File: src/rtl/core/gcdisp_pkg.sv
// ----------------------------------------------------------------------------
// gcdisp_pkg
// Shared widths, codes, reset values and types of the cash dispenser.
// ----------------------------------------------------------------------------
package gcdisp_pkg;

    localparam int DEN_W   = 16;
    localparam int CNT_W   = 8;
    localparam int AMT_W   = 24;
    localparam int FUNDS_W = 27;
    localparam int ODDS_W  = 8;
    localparam int BET_W   = 16;

    localparam logic [CNT_W-1:0] STOCK_RESET  = 8'd10;
    localparam logic [CNT_W-1:0] REFILL_RESET = 8'd10;

    typedef enum logic [0:0] {
        REQ_PAYOUT = 1'b0,
        REQ_REFILL = 1'b1
    } req_t;

    typedef enum logic [1:0] {
        PAY_OK      = 2'd0,
        PAY_REFUSED = 2'd1,
        PAY_REFILL  = 2'd2
    } status_t;

    // result of one greedy pick over a single denomination
    typedef struct packed {
        logic             done;
        logic [CNT_W-1:0] notes;
        logic [AMT_W-1:0] rem;
    } pick_res_t;

    function automatic logic [DEN_W-1:0] denom_reset(input int i);
        logic [DEN_W-1:0] v;
        case (i)
            0:       v = 16'd1;
            1:       v = 16'd5;
            2:       v = 16'd10;
            3:       v = 16'd20;
            4:       v = 16'd100;
            5:       v = 16'd200;
            default: v = 16'd500;
        endcase
        return v;
    endfunction

    // value held after reset: every stock full at its reset count
    function automatic logic [FUNDS_W-1:0] reset_funds(input int n);
        logic [FUNDS_W-1:0] s;
        s = '0;
        for (int i = 0; i < n; i++)
            s = s + FUNDS_W'(STOCK_RESET) * FUNDS_W'(denom_reset(i));
        return s;
    endfunction

endpackage

File: src/rtl/core/gcdisp_regs.sv
// ----------------------------------------------------------------------------
// gcdisp_regs
// Configuration register file: denominations and refill level behind APB.
// ----------------------------------------------------------------------------
module gcdisp_regs import gcdisp_pkg::*; #(
    parameter int NUM_DENOMS = 5,
    parameter int AW         = 5
) (
    input  logic                               clk,
    input  logic                               rst_n,
    input  logic                               psel,
    input  logic                               penable,
    input  logic                               pwrite,
    input  logic [AW-1:0]                      paddr,
    input  logic [31:0]                        pwdata,
    output logic [31:0]                        prdata,
    output logic                               pready,
    output logic [NUM_DENOMS-1:0][DEN_W-1:0]   denom,
    output logic [CNT_W-1:0]                   refill_level
);

    localparam int IW = AW - 2;
    localparam logic [IW-1:0] IDX_REFILL = IW'(NUM_DENOMS);

    logic [NUM_DENOMS-1:0][DEN_W-1:0] denom_reg;
    logic [CNT_W-1:0]                 refill_reg;
    logic [IW-1:0]                    idx;
    logic                             wr_en;

    assign idx    = paddr[AW-1:2];
    assign pready = 1'b1;
    assign wr_en  = psel && penable && pwrite;

    always_ff @(posedge clk or negedge rst_n)
    begin
        if (!rst_n)
        begin
            for (int i = 0; i < NUM_DENOMS; i++)
                denom_reg[i] <= denom_reset(i);
            refill_reg <= REFILL_RESET;
        end
        else if (wr_en)
        begin
            if (idx < IDX_REFILL)
                denom_reg[idx] <= pwdata[DEN_W-1:0];
            else if (idx == IDX_REFILL)
                refill_reg <= pwdata[CNT_W-1:0];
        end
    end

    always_comb
    begin
        prdata = '0;
        if (idx < IDX_REFILL)
            prdata = 32'(denom_reg[idx]);
        else if (idx == IDX_REFILL)
            prdata = 32'(refill_reg);
    end

    assign denom        = denom_reg;
    assign refill_level = refill_reg;

endmodule

File: src/rtl/core/gcdisp_mul.sv
// ----------------------------------------------------------------------------
// gcdisp_mul
// Shift-and-add multiplier: 8-bit multiplier taken one bit per cycle.
// ----------------------------------------------------------------------------
module gcdisp_mul import gcdisp_pkg::*; #(
    parameter int B_W = 19
) (
    input  logic             clk,
    input  logic             rst_n,
    input  logic             start,
    input  logic [7:0]       a,
    input  logic [B_W-1:0]   b,
    output logic             done,
    output logic [B_W+7:0]   prod
);

    logic           busy_reg;
    logic           done_reg;
    logic [2:0]     cnt_reg;
    logic [7:0]     a_reg;
    logic [B_W+7:0] mcand_reg;
    logic [B_W+7:0] acc_reg;

    always_ff @(posedge clk or negedge rst_n)
    begin
        if (!rst_n)
        begin
            busy_reg <= 1'b0;
            done_reg <= 1'b0;
            cnt_reg  <= '0;
        end
        else
        begin
            done_reg <= 1'b0;
            if (start)
            begin
                busy_reg <= 1'b1;
                cnt_reg  <= '0;
            end
            else if (busy_reg)
            begin
                cnt_reg <= cnt_reg + 3'd1;
                if (cnt_reg == 3'd7)
                begin
                    busy_reg <= 1'b0;
                    done_reg <= 1'b1;
                end
            end
        end
    end

    always_ff @(posedge clk)
    begin
        if (start)
        begin
            a_reg     <= a;
            mcand_reg <= (B_W+8)'(b);
            acc_reg   <= '0;
        end
        else if (busy_reg)
        begin
            if (a_reg[0])
                acc_reg <= acc_reg + mcand_reg;
            a_reg     <= a_reg >> 1;
            mcand_reg <= mcand_reg << 1;
        end
    end

    assign done = done_reg;
    assign prod = acc_reg;

endmodule

File: src/rtl/core/gcdisp_pick.sv
// ----------------------------------------------------------------------------
// gcdisp_pick
// Greedy note count for one denomination, one count bit per cycle.
// ----------------------------------------------------------------------------
module gcdisp_pick import gcdisp_pkg::*; (
    input  logic             clk,
    input  logic             rst_n,
    input  logic             start,
    input  logic [AMT_W-1:0] rem,
    input  logic [DEN_W-1:0] denom,
    input  logic [CNT_W-1:0] stock,
    output pick_res_t        res
);

    logic                   busy_reg;
    logic                   done_reg;
    logic [AMT_W-1:0]       r_reg;
    logic [CNT_W-1:0]       n_reg;
    logic [CNT_W-1:0]       bit_reg;
    logic [DEN_W+CNT_W-2:0] dsh_reg;
    logic                   nz_reg;
    logic [CNT_W-1:0]       trial_n;
    logic                   take;

    // largest count within both remainder and stock, built msb first
    assign trial_n = n_reg | bit_reg;
    assign take    = nz_reg && (AMT_W'(dsh_reg) <= r_reg) && (trial_n <= stock);

    always_ff @(posedge clk or negedge rst_n)
    begin
        if (!rst_n)
        begin
            busy_reg <= 1'b0;
            done_reg <= 1'b0;
        end
        else
        begin
            done_reg <= 1'b0;
            if (start)
                busy_reg <= 1'b1;
            else if (busy_reg && bit_reg[0])
            begin
                busy_reg <= 1'b0;
                done_reg <= 1'b1;
            end
        end
    end

    always_ff @(posedge clk)
    begin
        if (start)
        begin
            r_reg   <= rem;
            n_reg   <= '0;
            bit_reg <= {1'b1, {(CNT_W-1){1'b0}}};
            dsh_reg <= {denom, {(CNT_W-1){1'b0}}};
            nz_reg  <= (denom != '0);
        end
        else if (busy_reg)
        begin
            if (take)
            begin
                r_reg <= r_reg - AMT_W'(dsh_reg);
                n_reg <= trial_n;
            end
            bit_reg <= bit_reg >> 1;
            dsh_reg <= dsh_reg >> 1;
        end
    end

    assign res.done  = done_reg;
    assign res.notes = n_reg;
    assign res.rem   = r_reg;

endmodule

File: src/rtl/core/greedy_cash_dispenser.sv
// ----------------------------------------------------------------------------
// greedy_cash_dispenser
// Note dispenser with per-denomination stocks and greedy payout.
// ----------------------------------------------------------------------------
// One request is handled at a time. A payout runs odds times bet through
// the shift-and-add multiplier, then goes through the denominations in the
// picker, which settles one bit of the note count per cycle. A refused
// payout ends after the multiplier. A refill sums the denominations one per
// cycle and then makes one pass through the multiplier with the refill
// level. A finished result sits in the output register while the next
// request is taken. Denominations should be written strictly ascending;
// the payout runs from the highest index down regardless.
// ----------------------------------------------------------------------------
module greedy_cash_dispenser import gcdisp_pkg::*; #(
    parameter  int NUM_DENOMS = 5,
    localparam int AW         = $clog2(NUM_DENOMS + 1) + 2,
    localparam int OUT_BITS   = AMT_W + CNT_W * NUM_DENOMS + AMT_W + FUNDS_W,
    localparam int OUT_W      = ((OUT_BITS + 7) / 8) * 8
) (
    input  logic                clk,
    input  logic                rst_n,
    input  logic                s_tvalid,
    output logic                s_tready,
    input  logic [23:0]         s_tdata,   // odds[7:0], bet[23:8]
    input  logic                s_tuser,   // req_type
    output logic                m_tvalid,
    input  logic                m_tready,
    output logic [OUT_W-1:0]    m_tdata,   // amount, count_0.., undispensed, funds_left
    output logic [1:0]          m_tuser,   // status
    input  logic                psel,
    input  logic                penable,
    input  logic                pwrite,
    input  logic [AW-1:0]       paddr,
    input  logic [31:0]         pwdata,
    output logic [31:0]         prdata,
    output logic                pready
);

    localparam int SUM_W   = DEN_W + $clog2(NUM_DENOMS + 1);
    localparam int P_W     = SUM_W + 8;
    localparam int IDX_W   = (NUM_DENOMS > 1) ? $clog2(NUM_DENOMS) : 1;
    localparam int OFS_CNT = AMT_W;
    localparam int OFS_REM = AMT_W + CNT_W * NUM_DENOMS;
    localparam int OFS_FND = OFS_REM + AMT_W;
    localparam logic [IDX_W-1:0]   IDX_LAST    = IDX_W'(NUM_DENOMS - 1);
    localparam logic [FUNDS_W-1:0] FUNDS_RESET = reset_funds(NUM_DENOMS);

    typedef enum logic [2:0] {
        ST_IDLE,
        ST_MUL,
        ST_PSTART,
        ST_PWAIT,
        ST_SUM,
        ST_RMUL,
        ST_FIN
    } state_t;

    state_t state_reg, state_next;

    logic [NUM_DENOMS-1:0][CNT_W-1:0] stock_reg, stock_next;
    logic [NUM_DENOMS-1:0][CNT_W-1:0] count_reg, count_next;
    logic [FUNDS_W-1:0]               total_reg, total_next;
    logic [AMT_W-1:0]                 amount_reg, amount_next;
    logic [AMT_W-1:0]                 rem_reg, rem_next;
    logic [IDX_W-1:0]                 idx_reg, idx_next;
    logic [SUM_W-1:0]                 sum_reg, sum_next;
    status_t                          status_reg, status_next;
    logic                             m_tvalid_reg, m_tvalid_next;
    logic [OUT_W-1:0]                 m_tdata_reg, m_tdata_next;
    logic [1:0]                       m_tuser_reg, m_tuser_next;

    logic [NUM_DENOMS-1:0][DEN_W-1:0] denom;
    logic [CNT_W-1:0]                 refill_level;
    logic                             mul_start;
    logic [7:0]                       mul_a;
    logic [SUM_W-1:0]                 mul_b;
    logic                             mul_done;
    logic [P_W-1:0]                   mul_prod;
    logic                             pick_start;
    pick_res_t                        pick_res;
    logic [SUM_W-1:0]                 sum_add;

    gcdisp_regs #(
        .NUM_DENOMS (NUM_DENOMS),
        .AW         (AW)
    ) u_regs (
        .clk          (clk),
        .rst_n        (rst_n),
        .psel         (psel),
        .penable      (penable),
        .pwrite       (pwrite),
        .paddr        (paddr),
        .pwdata       (pwdata),
        .prdata       (prdata),
        .pready       (pready),
        .denom        (denom),
        .refill_level (refill_level)
    );

    gcdisp_mul #(
        .B_W (SUM_W)
    ) u_mul (
        .clk   (clk),
        .rst_n (rst_n),
        .start (mul_start),
        .a     (mul_a),
        .b     (mul_b),
        .done  (mul_done),
        .prod  (mul_prod)
    );

    gcdisp_pick u_pick (
        .clk   (clk),
        .rst_n (rst_n),
        .start (pick_start),
        .rem   (rem_reg),
        .denom (denom[idx_reg]),
        .stock (stock_reg[idx_reg]),
        .res   (pick_res)
    );

    assign s_tready = (state_reg == ST_IDLE);
    assign sum_add  = sum_reg + SUM_W'(denom[idx_reg]);

    always_comb
    begin
        state_next    = state_reg;
        stock_next    = stock_reg;
        count_next    = count_reg;
        total_next    = total_reg;
        amount_next   = amount_reg;
        rem_next      = rem_reg;
        idx_next      = idx_reg;
        sum_next      = sum_reg;
        status_next   = status_reg;
        m_tvalid_next = m_tvalid_reg;
        m_tdata_next  = m_tdata_reg;
        m_tuser_next  = m_tuser_reg;
        mul_start     = 1'b0;
        mul_a         = s_tdata[ODDS_W-1:0];
        mul_b         = SUM_W'(s_tdata[ODDS_W +: BET_W]);
        pick_start    = 1'b0;

        if (m_tvalid_reg && m_tready)
            m_tvalid_next = 1'b0;

        unique case (state_reg)
            ST_IDLE:
            begin
                if (s_tvalid)
                begin
                    count_next = '0;
                    if (s_tuser == REQ_REFILL)
                    begin
                        amount_next = '0;
                        rem_next    = '0;
                        sum_next    = '0;
                        idx_next    = IDX_LAST;
                        state_next  = ST_SUM;
                    end
                    else
                    begin
                        mul_start  = 1'b1;
                        state_next = ST_MUL;
                    end
                end
            end
            ST_MUL:
            begin
                if (mul_done)
                begin
                    amount_next = mul_prod[AMT_W-1:0];
                    if (FUNDS_W'(mul_prod[AMT_W-1:0]) > total_reg)
                    begin
                        rem_next    = '0;
                        status_next = PAY_REFUSED;
                        state_next  = ST_FIN;
                    end
                    else
                    begin
                        rem_next   = mul_prod[AMT_W-1:0];
                        idx_next   = IDX_LAST;
                        state_next = ST_PSTART;
                    end
                end
            end
            ST_PSTART:
            begin
                pick_start = 1'b1;
                state_next = ST_PWAIT;
            end
            ST_PWAIT:
            begin
                if (pick_res.done)
                begin
                    count_next[idx_reg] = pick_res.notes;
                    stock_next[idx_reg] = stock_reg[idx_reg] - pick_res.notes;
                    rem_next            = pick_res.rem;
                    if (idx_reg == '0)
                    begin
                        // everything paid in this request leaves the total at once
                        total_next  = total_reg - FUNDS_W'(amount_reg - pick_res.rem);
                        status_next = PAY_OK;
                        state_next  = ST_FIN;
                    end
                    else
                    begin
                        idx_next   = idx_reg - IDX_W'(1);
                        state_next = ST_PSTART;
                    end
                end
            end
            ST_SUM:
            begin
                sum_next = sum_add;
                if (idx_reg == '0)
                begin
                    mul_start  = 1'b1;
                    mul_a      = refill_level;
                    mul_b      = sum_add;
                    state_next = ST_RMUL;
                end
                else
                    idx_next = idx_reg - IDX_W'(1);
            end
            ST_RMUL:
            begin
                if (mul_done)
                begin
                    total_next = FUNDS_W'(mul_prod);
                    for (int i = 0; i < NUM_DENOMS; i++)
                        stock_next[i] = refill_level;
                    status_next = PAY_REFILL;
                    state_next  = ST_FIN;
                end
            end
            ST_FIN:
            begin
                if (!m_tvalid_reg || m_tready)
                begin
                    m_tvalid_next = 1'b1;
                    m_tdata_next  = '0;
                    m_tdata_next[0 +: AMT_W] = amount_reg;
                    for (int i = 0; i < NUM_DENOMS; i++)
                        m_tdata_next[OFS_CNT + CNT_W * i +: CNT_W] = count_reg[i];
                    m_tdata_next[OFS_REM +: AMT_W]   = rem_reg;
                    m_tdata_next[OFS_FND +: FUNDS_W] = total_reg;
                    m_tuser_next  = status_reg;
                    state_next    = ST_IDLE;
                end
            end
            default:
                state_next = ST_IDLE;
        endcase
    end

    always_ff @(posedge clk or negedge rst_n)
    begin
        if (!rst_n)
        begin
            state_reg    <= ST_IDLE;
            for (int i = 0; i < NUM_DENOMS; i++)
                stock_reg[i] <= STOCK_RESET;
            count_reg    <= '0;
            total_reg    <= FUNDS_RESET;
            amount_reg   <= '0;
            rem_reg      <= '0;
            idx_reg      <= '0;
            sum_reg      <= '0;
            status_reg   <= PAY_OK;
            m_tvalid_reg <= 1'b0;
            m_tdata_reg  <= '0;
            m_tuser_reg  <= '0;
        end
        else
        begin
            state_reg    <= state_next;
            stock_reg    <= stock_next;
            count_reg    <= count_next;
            total_reg    <= total_next;
            amount_reg   <= amount_next;
            rem_reg      <= rem_next;
            idx_reg      <= idx_next;
            sum_reg      <= sum_next;
            status_reg   <= status_next;
            m_tvalid_reg <= m_tvalid_next;
            m_tdata_reg  <= m_tdata_next;
            m_tuser_reg  <= m_tuser_next;
        end
    end

    assign m_tvalid = m_tvalid_reg;
    assign m_tdata  = m_tdata_reg;
    assign m_tuser  = m_tuser_reg;

    // funds only grow through a refill
    a_funds_no_growth: assert property (@(posedge clk) disable iff (!rst_n)
        (state_reg != ST_RMUL) |=> (total_reg <= $past(total_reg)))
        else $error("funds grew outside a refill");

    // the picker reports only while the sequencer waits for it
    a_pick_in_wait: assert property (@(posedge clk) disable iff (!rst_n)
        pick_res.done |-> (state_reg == ST_PWAIT))
        else $error("picker result outside its wait state");

    // a refused payout dispenses nothing
    a_refused_empty: assert property (@(posedge clk) disable iff (!rst_n)
        (m_tvalid && (m_tuser == PAY_REFUSED)) |->
        ((m_tdata[OFS_CNT +: CNT_W * NUM_DENOMS] == '0) &&
         (m_tdata[OFS_REM +: AMT_W] == '0)))
        else $error("refused payout shows dispensed notes");

    // a refill result carries no payout amount
    a_refill_no_amount: assert property (@(posedge clk) disable iff (!rst_n)
        (m_tvalid && (m_tuser == PAY_REFILL)) |-> (m_tdata[0 +: AMT_W] == '0))
        else $error("refill result carries an amount");

endmodule

File: config.mk
export PLATFORM = sky130hd
export DESIGN_NAME = greedy_cash_dispenser
export DESIGN_NICKNAME = d
export VERILOG_FILES = /design/src/rtl/core/gcdisp_pkg.sv /design/src/rtl/core/gcdisp_regs.sv /design/src/rtl/core/gcdisp_mul.sv /design/src/rtl/core/gcdisp_pick.sv /design/src/rtl/core/greedy_cash_dispenser.sv
export SDC_FILE = /design/constraint.sdc
export NUM_CORES = 1
export LEC_CHECK = 0
export BUFFER_PORTS_ARGS = -buffer_cell sky130_fd_sc_hd__buf_2
export CAP_MARGIN = 20
export CORE_MARGIN = 2
export CORE_UTILIZATION = 65
export DETAILED_ROUTE_END_ITERATION = 12
export HOLD_SLACK_MARGIN = 0.03
export PLACE_DENSITY = 0.84
export SLEW_MARGIN = 20
export SYNTH_ARGS = -nofsm -noshare
export SYNTH_HDL_FRONTEND = slang
export SYNTH_SLANG_ARGS = --single-unit
File: constraint.sdc
create_clock -name clk -period 11.3 [get_ports clk]
set_clock_uncertainty 0.2 [all_clocks]
set_input_delay 2.26 -clock clk [delete_from_list [all_inputs] [get_ports clk]]
set_output_delay 2.26 -clock clk [all_outputs]
set_load 0.005 [all_outputs]
# Word level (Yosys, flattened, before mapping)
# Index checks and enable logic that the tools add are counted.
dict set report word_totals {
  regBits 521
  out_inout_bits 157
  elab_cells 208
}
dict set report op_classes {
  n_mux 92
  addsub 8
  eq_ne 18
  magnitude_cmp 8
  reduce_logical 39
  bitwise 2
}
# cell count
set ops {}
lappend ops {{two-way mux 24 bit} 9}
lappend ops {{two-way mux 40 bit} 4}
lappend ops {{one-hot mux 40 bit (2 select lines)} 2}
lappend ops {{two-way mux 19 bit} 6}
lappend ops {{binary-select mux 16 bit (select 3 bit)} 2}
lappend ops {{two-way mux 27 bit} 3}
lappend ops {{bitwise mux 40 bit} 2}
lappend ops {{bitwise mux 80 bit} 1}
lappend ops {{one-hot mux 24 bit (3 select lines)} 1}
lappend ops {{two-way mux 8 bit} 7}
lappend ops {{one-hot mux 27 bit (2 select lines)} 1}
lappend ops {{two-way mux 3 bit} 17}
lappend ops {{demux 16 bit (select 3 bit)} 1}
lappend ops {{two-way mux 16 bit} 3}
lappend ops {{one-hot mux 24 bit (2 select lines)} 1}
lappend ops {{two-way mux 23 bit} 2}
lappend ops {{one-hot mux 19 bit (2 select lines)} 1}
lappend ops {{two-way mux 32 bit} 1}
lappend ops {{adder 27 bit} 1}
lappend ops {{> comparator 24 x 27 -> 1 bit} 1}
lappend ops {{subtractor 27 bit} 1}
lappend ops {{subtractor 24 x 24 -> 25 bit} 1}
lappend ops {{binary-select mux 8 bit (select 3 bit)} 1}
lappend ops {{demux 8 bit (select 3 bit)} 1}
lappend ops {{other kinds (36)} 97}

# Depth between registers and ports, before layout
dict set report logic_depth {
  ltp_word 7
  ltp_mapped 23
  ltp_nobuf 23
}

# By module
# From an unflattened synthesis, not the netlist that was laid out.
dict set report hier_totals {
  hier_cells 2897
  hier_area_um2 29859.9
}
# mod seq_area_each_um2 n_inst area_per_inst_um2 cells_each
set by_module_without_submodules {}
lappend by_module_without_submodules {greedy_cash_dispenser 7524.7 1 17110.2 1640}
lappend by_module_without_submodules {gcdisp_pick 1741.7 1 4468.0 520}
lappend by_module_without_submodules {gcdisp_regs 2217.1 1 4324.1 325}
lappend by_module_without_submodules {gcdisp_mul 1636.6 1 3957.5 412}

# Worst setup path before layout
# No wires, ideal clock.
dict set report synth_timing {
  kind {input-to-output}
  from {input port paddr[2]}
  to {output port prdata[0]}
  t_required_ps 8840
  arrival_ps 3800
  path_slack_ps 5040
  path_stages 6
  cell_sequence {clkbuf_1 clkbuf_1 buf_2 buf_2 mux2i_1 o22ai_1}
}
dict set report synth_via {
  elab_chain_len 3
}
# element line_no
set synth_lines {}
lappend synth_lines {{start, declared} greedy_cash_dispenser.sv:33} ;# input logic [AW-1:0] paddr,
lappend synth_lines {{binary-select mux 16 bit (select 3 bit) / equality test 3 bit (equally long branches)} {gcdisp_regs.sv:55, gcdisp_regs.sv:56}}
lappend synth_lines {{two-way mux 16 bit (implied by the code) / two-way mux 8 bit (equally long branches)} {gcdisp_regs.sv:55, gcdisp_regs.sv:56}}
lappend synth_lines {{two-way mux 32 bit (*)} gcdisp_regs.sv:54} ;# if (idx < IDX_REFILL)
lappend synth_lines {{end, declared} greedy_cash_dispenser.sv:35} ;# output logic [31:0] prdata,
# Every way passes the cells marked *; elsewhere a longest branch is shown, timed or not. The select of a mux whose other input is x is not followed.

# Worst setup path after layout
dict set report layout_timing {
  from {input port paddr[4]}
  to {output port prdata[14]}
}
dict set report layout_via {
  elab_chain_len 3
}
# element line_no
set layout_lines {}
lappend layout_lines {{binary-select mux 16 bit (select 3 bit)} gcdisp_regs.sv:55} ;# prdata = 32'(denom_reg[idx]);
lappend layout_lines {{two-way mux 16 bit (implied by the code)} gcdisp_regs.sv:55}
lappend layout_lines {{two-way mux 32 bit (*)} gcdisp_regs.sv:54}
# Marked as above.

==> qor.yml <==
status: "complete, no violations"
tightest_slew_ns: 1.11
startpoint: "paddr[4]"
fin_tns_setup_ns: 0
power.total_uw: 10100
cts_sinks: 521
die_y_um: 215
drt_pre_antenna_iters: 9
cts_tree: "yes"
postCtsHoldBufs: 0
num_vias: 22531
p_leak_uw: 0.0155
finalNonFillerCells: 3516
critPathLaunchType: "input port"
min_period_ns: 6.37
cts_root_buf: "clkbuf_16"
syn2layout_area_growth_pct: 10.9
viasPerCell: 6.41
netlist.area_leader.share: 0.320
crit_slowest_cell: "nor2b_1"
core_um2: 44000
postLayoutCellArea_um2: 32000
p_per_area_nw_per_um2: 317
grt_max_degree: 93
cts_buffers: 53
finalSetupViolations: 0
r2r-start: "idx_reg[0]$_DFFE_PN0P_"
first_global_vias: 22396
dp.cells: 3413
rsz0062_at_grt: "false"
gp_congestion: 0.990
yosysTopAreaCell: "dfrtp_1"
synth_most_common_cell: "dfrtp_1"
worst-setup-path-type: "input port to output port"
crit_fanout: 25
drive_above_1_share: 0.209
path_common_cell: "buf_2"
ctsLongestPathBuffers: 3
yosysSeqAreaShare: 0.455
maxSlewHeadroom: 0.257
drc: 0
vdd_drop_max_uv: 208
grt_antenna_before_repair: 4
start_util: 0.655
placed_cell_area_um2: 30200
ant_nets: 0
grt_usage: 0.328
largest_reg_flops: 115
end_kind: "output port"
ctsResizeCount: 0
wl_um: 75900
grt_pass1_wl_um: 121000
layout.nets: 3109
synth_edf_count: 68
io_buffers: 185
synth.distinct_cells: 86
io_pins: 226
dp_hpwl_um: 53500
async_reset_ff_frac: 0.758
worstPathCellList: "buf_2, nor2b_1, a21oi_1, o22ai_1, buf_2"
slowest_delay_ns: 0.65
synth_common_cells: "dfrtp_1, mux2_2, nand2_1, a21oi_1, inv_1"
synth_cells: 2735
die_w_um: 215
ys_warn_count: 0
row_count: 77
cp.arrival_ns: 3.91
post_cts_buffers: 0
fmax_ghz: 0.157
grt_overflow: 0
dieArea_um2: 46100
max-cap-violations: 0
synth_area_leaders: "dfrtp_1, mux2_2, edfxtp_1, ha_1, dfxtp_1"
wl_per_cell_um: 21.6
htreeDepth: 2
period_share: 0.564
netlist_area_um2: 28900
synth_flop_cell: "dfrtp_1"
avgSynthCellArea_um2: 10.5
path_clk_slew_ns: 0.06
synth_seq_cells: 521
hold_start: "stock_reg[25]$_DFFE_PN1P_"
hold_viol_final: 0
worst_ep_required_time_ns: 8.84
clk-insertion-delay-late_ns: 0.62
drt-initial-drc-count: 2009
min_path_type: "flop to flop"
slew_viol_final: 0
## where the power goes
part           switching (µW)  leakage, µW  internal [µW]
logic                    2950      0.00826           2180
registers                 628      0.00633           2590
clock network             752     0.000864           1040
## logic make-up after synthesis
kind of cell,count (synthesis),synth area share
DFF,521,0.455
xor gates and xnor gates,103,0.0313
buffers and inverters,331,0.0474
AOI/OAI and AO/OA,753,0.178
muxes,318,0.129
and+or+nand+nor,543,0.0870
adders and majority gates,164,0.0727
other,2,0.000260
## worst max-delay path: cells and delay by family
kind / cells / cell delay, ns
AOI/OAI and AO/OA: 2 / 0.37
buffers and inverters: 2 / 0.62
and+or+nand+nor: 1 / 0.65
## cell type report
class / count / area [µm²]
antenna: 4 / 10.0
clock buffer: 79 / 1510
fill: 3091 / 12000
multi-input combinational: 1903 / 14500
timing repair buffer: 221 / 1210
clock inverter: 20 / 259
sequential: 521 / 13100
tap: 592 / 741
inverter: 176 / 661
## final timing paths
kind | end | slack, ns | cells after the start
max | prdata[14] | 4.93 | 5
min | stock_reg[25]$_DFFE_PN1P_ | 0.28 | 2
max reg2reg | u_mul.mcand_reg[18]$_DFFE_PP_ | 5.73 | 16
min reg2reg | stock_reg[25]$_DFFE_PN1P_ | 0.28 | 2
max in group asynchronous | u_regs.denom[15]$_DFFE_PN0P_ | 7.28 | 3
min in group asynchronous | amount_reg[22]$_DFFE_PN0P_ | 1.46 | 1
## layer usage
layer / global-route usage / vias to the layer above / wire [µm] / part of all wire
li1: - / 10236 / - / -
met4: 0.167 / 2 / 3800 / 0.050
met1: 0.428 / 11101 / 30000 / 0.40
met2: 0.534 / 987 / 36200 / 0.48
met5: 0 / - / 13 / 0.00017
met3: 0.0523 / 205 / 5890 / 0.078
## placed cells by master, fill, tap and decap left out, types with 34 or more instances in the layout
| master | n |
|---|---|
| dfrtp_1 | 367 |
| mux2_2 | 213 |
| nand2_1 | 187 |
| buf_2 | 184 |
| a21oi_1 | 179 |
| inv_1 | 174 |
| ha_1 | 158 |
| o21ai_0 | 138 |
| nor2_1 | 135 |
| a22o_1 | 87 |
| mux2i_1 | 84 |
| edfxtp_1 | 68 |
| a21o_1 | 63 |
| dfxtp_1 | 58 |
| xnor2_1 | 57 |
| clkbuf_16 | 54 |
| nand3_1 | 47 |
| xor2_1 | 46 |
| buf_4 | 34 |
## metrics by stage
stage	hold slack (ns)	setup slack (ns)	utilization
after floorplan	0.244	5.04	-
after global placement	0.257	4.91	0.686
after detailed placement	0.269	4.92	0.686
after CTS	0.280	4.94	0.726
after global routing	0.297	4.82	0.727
final	0.277	4.93	0.727
No activity file was read; power rests on OpenSTA's default activity.
